### src/rtl/core/ohist_pkg.sv
// ----------------------------------------------------------------------------
// ohist_pkg
// Shared types and constants of the opcode histogram table: transaction
// payloads, mode codes and the control group handed from cell to cell.
// ----------------------------------------------------------------------------
package ohist_pkg;

  localparam int unsigned OPCODE_W = 12;
  localparam int unsigned COUNT_W  = 48;
  localparam int unsigned INDEX_W  = 8;
  localparam int unsigned USED_W   = 9;

  localparam logic MODE_COUNT = 1'b0;
  localparam logic MODE_READ  = 1'b1;

  typedef struct packed {
    logic                mode;
    logic [OPCODE_W-1:0] opcode;
    logic [INDEX_W-1:0]  read_index;
  } ohist_in_t;

  typedef struct packed {
    logic [INDEX_W-1:0]  entry_index;
    logic [OPCODE_W-1:0] opcode_out;
    logic [COUNT_W-1:0]  count_out;
    logic                new_entry;
    logic                dropped;
    logic                entry_valid;
    logic [USED_W-1:0]   entries_used;
  } ohist_out_t;

  // control group of a transaction traveling down the chain
  typedef struct packed {
    logic valid;
    logic mode;
    logic hit;
    logic fresh;
  } ohist_ctl_t;

endpackage

### src/rtl/core/ohist_cell.sv
// ----------------------------------------------------------------------------
// ohist_cell
// One table entry of the histogram chain. Holds a tag, a count and an
// in-use flag, serves the transaction passing through and hands it on.
// ----------------------------------------------------------------------------
module ohist_cell #(
  parameter int unsigned ENTRY       = 0,
  parameter int unsigned OPCODE_BITS = 12,
  parameter int unsigned COUNT_BITS  = 48,
  parameter int unsigned IDX_W       = 8,
  parameter int unsigned CNT_W       = 9
) (
  input  logic                          clk,
  input  logic                          rst_n,
  input  logic                          advance,
  input  ohist_pkg::ohist_ctl_t         ctl_i,
  input  logic [OPCODE_BITS-1:0]        op_i,
  input  logic [ohist_pkg::INDEX_W-1:0] ridx_i,
  input  logic [IDX_W-1:0]              idx_i,
  input  logic [COUNT_BITS-1:0]         cnt_i,
  input  logic [CNT_W-1:0]              used_i,
  output ohist_pkg::ohist_ctl_t         ctl_o,
  output logic [OPCODE_BITS-1:0]        op_o,
  output logic [ohist_pkg::INDEX_W-1:0] ridx_o,
  output logic [IDX_W-1:0]              idx_o,
  output logic [COUNT_BITS-1:0]         cnt_o,
  output logic [CNT_W-1:0]              used_o,
  output logic                          occ_o
);

  logic [OPCODE_BITS-1:0]        tag_r, tag_nxt;
  logic [COUNT_BITS-1:0]         store_r, store_nxt;
  logic                          occ_r, occ_nxt;
  ohist_pkg::ohist_ctl_t         ctl_r, ctl_nxt;
  logic [OPCODE_BITS-1:0]        op_r, op_nxt;
  logic [ohist_pkg::INDEX_W-1:0] ridx_r;
  logic [IDX_W-1:0]              idx_r, idx_nxt;
  logic [COUNT_BITS-1:0]         cnt_r, cnt_nxt;
  logic [CNT_W-1:0]              used_r, used_nxt;

  logic                          match;
  logic                          ridx_hit;
  logic [COUNT_BITS-1:0]         store_inc;

  assign match     = occ_r && (tag_r == op_i);
  assign ridx_hit  = (32'(ridx_i) == 32'(ENTRY));
  // saturating increment
  assign store_inc = (store_r == {COUNT_BITS{1'b1}}) ? store_r : store_r + 1'b1;

  always_comb begin
    ctl_nxt   = ctl_i;
    op_nxt    = op_i;
    idx_nxt   = idx_i;
    cnt_nxt   = cnt_i;
    tag_nxt   = tag_r;
    store_nxt = store_r;
    occ_nxt   = occ_r;
    if (ctl_i.valid) begin
      if (ctl_i.mode == ohist_pkg::MODE_COUNT) begin
        if (!ctl_i.hit) begin
          if (match) begin
            ctl_nxt.hit = 1'b1;
            idx_nxt     = IDX_W'(ENTRY);
            cnt_nxt     = store_inc;
            store_nxt   = store_inc;
          end else if (!occ_r) begin
            // first free entry: nothing earlier matched, so allocate here
            ctl_nxt.hit   = 1'b1;
            ctl_nxt.fresh = 1'b1;
            idx_nxt       = IDX_W'(ENTRY);
            cnt_nxt       = COUNT_BITS'(1);
            tag_nxt       = op_i;
            store_nxt     = COUNT_BITS'(1);
            occ_nxt       = 1'b1;
          end
        end
      end else if (occ_r && ridx_hit) begin
        ctl_nxt.hit = 1'b1;
        idx_nxt     = IDX_W'(ENTRY);
        op_nxt      = tag_r;
        cnt_nxt     = store_r;
      end
    end
    used_nxt = used_i + CNT_W'(occ_nxt);
  end

  always_ff @(posedge clk) begin
    if (!rst_n) begin
      occ_r <= 1'b0;
      ctl_r <= '0;
    end else if (advance) begin
      occ_r <= occ_nxt;
      ctl_r <= ctl_nxt;
    end
  end

  always_ff @(posedge clk) begin
    if (advance) begin
      tag_r      <= tag_nxt;
      store_r    <= store_nxt;
      op_r       <= op_nxt;
      ridx_r     <= ridx_i;
      idx_r      <= idx_nxt;
      cnt_r      <= cnt_nxt;
      used_r     <= used_nxt;
    end
  end

  assign ctl_o  = ctl_r;
  assign op_o   = op_r;
  assign ridx_o = ridx_r;
  assign idx_o  = idx_r;
  assign cnt_o  = cnt_r;
  assign used_o = used_r;
  assign occ_o  = occ_r;

endmodule

### config.mk
export PLATFORM = sky130hd
export DESIGN_NAME = ohist_cell
export DESIGN_NICKNAME = d
export VERILOG_FILES = /design/src/rtl/core/ohist_pkg.sv /design/src/rtl/core/ohist_cell.sv
export SDC_FILE = /design/constraint.sdc
export NUM_CORES = 1
export LEC_CHECK = 0
export BUFFER_PORTS_ARGS = -buffer_cell sky130_fd_sc_hd__buf_2
export CORE_MARGIN = 10
export CORE_UTILIZATION = 55
export DETAILED_ROUTE_END_ITERATION = 8
export PLACE_DENSITY = 0.83
export SLEW_MARGIN = 15
export SYNTH_ARGS = -nofsm -noshare
export SYNTH_HDL_FRONTEND = slang
export SYNTH_SLANG_ARGS = --single-unit
### constraint.sdc
create_clock -name clk -period 4.9 [get_ports clk]
set_input_delay 0 -clock clk [delete_from_list [all_inputs] [get_ports clk]]
set_output_delay 0 -clock clk [all_outputs]
set_load 0.01 [all_outputs]
==> impl_metrics.json <==
{
  "run_status": "completed",
  "required_time_of_the_critical_path_ns": 5.01,
  "synth.lib_cells_used.distinct": 63,
  "worst_ep_arrival_time_ns": 3.26,
  "first_iter_violations": 1039,
  "hp-class": "input pin to flop",
  "routabilityCongestion": 0.979,
  "design.die.area_um2": 19700,
  "antenna_found_initial": 0,
  "filler_cell_count": 956,
  "std_cell_rows": 43,
  "seq_area_um2": 4450,
  "globalRouteOverflowTotal": 0,
  "global_route.usage.total_pct": 24.9,
  "clockBufferDepth": 2,
  "power_density_nw_per_um2": 300,
  "synth_top_cell_by_area": "edfxtp_1",
  "top_cells_by_area_in_the_synthesized_netlist": "edfxtp_1, xnor2_1, nor2_1",
  "max_cap_viol_count": 0,
  "finalHoldViolCount": 0,
  "htree_num_levels": 4,
  "r2r.worst_path.cells": 7,
  "worst_clock_skew_ns": 0.00906,
  "clkLatencyLatePin_ns": 0.43,
  "worstSetupStartpointType": "flop",
  "synth_enable_flop_cells": 145,
  "synth_flop_type": "edfxtp_1",
  "post_synth_inst_count": 730,
  "routed_wl_mm": 25.0,
  "maxClockFrequency_mhz": 318,
  "timing_worst_setup_path_type": "flop to flop",
  "synth.net_count": 825,
  "synth_top_cells_by_count": "edfxtp_1, nor2_1, nand2_1",
  "cts_buffers": 17,
  "finalMaxSlewViolations": 0,
  "root_buffer": "clkbuf_16",
  "fin_tns_setup_ns": 0,
  "start_util_pct": 56.8,
  "synth-async-reset-ratio_pct": 0,
  "clock_pin_slew_on_the_worst_setup_and_hold_paths_ns": 0.06,
  "yosysWarningCount": 0,
  "power_leakage_nw": 3.95,
  "finalSetupViolations": 0,
  "dpl.hpwl_mm": 16.3,
  "fin_nets": 1080,
  "avgSynthCellArea_um2": 10.9,
  "wire_per_inst_um": 21.2,
  "io_buffer_count": 181,
  "timing.critical_path.to_type": "flop",
  "vias_per_cell": 6.15,
  "num_antenna_cells": 0,
  "core_area_um2": 14000,
  "synth_top_area_share_pct": 54.6,
  "antenna_left": 0,
  "critPathMaxFanout": 8,
  "synth.ff_latch_count": 150,
  "syn_to_final_growth_pct": 30.1,
  "die_h_um": 140,
  "postCtsSetupRepairBufs": 0,
  "largest_net_degree_at_the_start_of_global_routing": 56,
  "vdd_drop_max_mv": 0.216,
  "multi_input_comb_area_um2": 3250,
  "setup_repair_after_global_routing_missed_its_margin": "false",
  "routed-via-count": 7242,
  "cts_tree": "yes",
  "final_cell_count_no_fill": 1178,
  "placed_cells": 1061,
  "first_pass_iters": 6,
  "grt_pass1_wl_mm": 39.5,
  "synth_seq_area_share_pct": 55.9,
  "via_count_of_the_first_global_routing_pass": 7180,
  "most_repeated_cell_in_the_gate_level_netlist_after_synthesis": "edfxtp_1",
  "post-route-period-util_pct": 64.2,
  "timing.slew.headroom_pct": 23.4,
  "boundaryPins": 182,
  "cts.sink_count": 150,
  "ratio_of_cells_with_drive_above_1_in_the_final_layout_pct": 24.3,
  "chipWidth_um": 140,
  "fin_crit_ns": 3.14,
  "timing.hold.worst_path_depth": 3,
  "drc": 0,
  "post_synth_instance_area_um2": 7970,
  "worst_pin_slew_ns": 1.14
}
routing by layer:
metal	up-vias	track usage, %	share of wire, %	wire length [µm]
met3	71	5.34	8.5	2130
met5	-	0	0	0
li1	3270	-	-	-
met2	436	42.5	51	12900
met4	0	10.1	3.0	762
met1	3465	29.7	37	9240
power breakdown:
group	internal, mW	switching (mW)
combinational	0.162	0.177
sequential	1.48	0.0274
clock	0.740	0.524
worst max-delay path, cell delays in order, from the launching register on:
cell and delay [ns]:
edfxtp_1 0.45, ha_1 0.32, nand3_1 0.15, or4_1 0.64, a211oi_2 0.58, a211oi_1 0.17
o21ai_0 0.26, o311ai_0 0.25
cells by family after synthesis:
group | count (synthesis) | synth area share, %
adders and majority gates | 3 | 0.471
xor gates and xnor gates | 62 | 6.81
buffers and inverters | 50 | 3.59
and+or+nand+nor | 314 | 19.7
DFF | 150 | 55.9
AOI/OAI and AO/OA | 148 | 13.1
muxes | 3 | 0.377
layout by cell type, fill, tap and decap left out, types with 17 or more instances in the layout:
cell,instances
buf_2,180
xor2_1,19
nand3_1,24
edfxtp_1,145
nand4_1,32
dlygate4sd3_1,85
clkbuf_16,17
nor2_1,85
o21ai_0,41
nor3_1,20
xnor2_1,43
nand2_1,79
final timing paths:
| kind | startpoint | endpoint | slack, ns |
|---|---|---|---|
| setup / recovery | store_r[0] | cnt_o[30] | 1.76 |
| hold / removal | cnt_i[10] | cnt_o[10] | 0.003 |
| setup reg to reg | store_r[0] | cnt_o[30] | 1.76 |
| hold reg to reg | ctl_o[3] | ctl_o[3] | 0.53 |
sequential cells by signal, indices dropped and copies added (netlist names):
name     cells
cnt_o       48
store_r     48
op_o        12
tag_r       12
used_o       9
idx_o        8
ridx_o       8
ctl_o        4
occ_o        1
cell type report:
class                   count  share of cell area [%]
flip-flops and latches    150                    42.9
multi-input cells         530                    31.4
repair buffers            278                    17.8
clock buffers              17                    4.10
well taps                 180                    2.17
clock inverters            15                    1.31
inverters                   8                   0.290
per-stage QoR:
step | power [mW] | utilization (%) | setup slack [ns] | cell area (µm²) | hold slack [ns]
2_1_floorplan | 1.66 | - | 1.12 | 7970 | 0.0989
3_3_place_gp | 1.80 | 63.8 | 1.90 | 8960 | 0.192
3_5_place_dp | 1.81 | 63.8 | 1.88 | 8960 | 0.194
4_1_cts | 3.10 | 73.9 | 1.84 | 10400 | 0.000849
5_1_grt | 3.21 | 73.9 | 1.54 | 10400 | 0.0240
6_report | 3.11 | 73.9 | 1.76 | 10400 | 0.00259
timing repair:
item	CTS	global route
hold buffers	85	0
hold endpoints to repair	96	0
gates resized for setup	0	0
No activity file was read; power rests on OpenSTA's default activity.
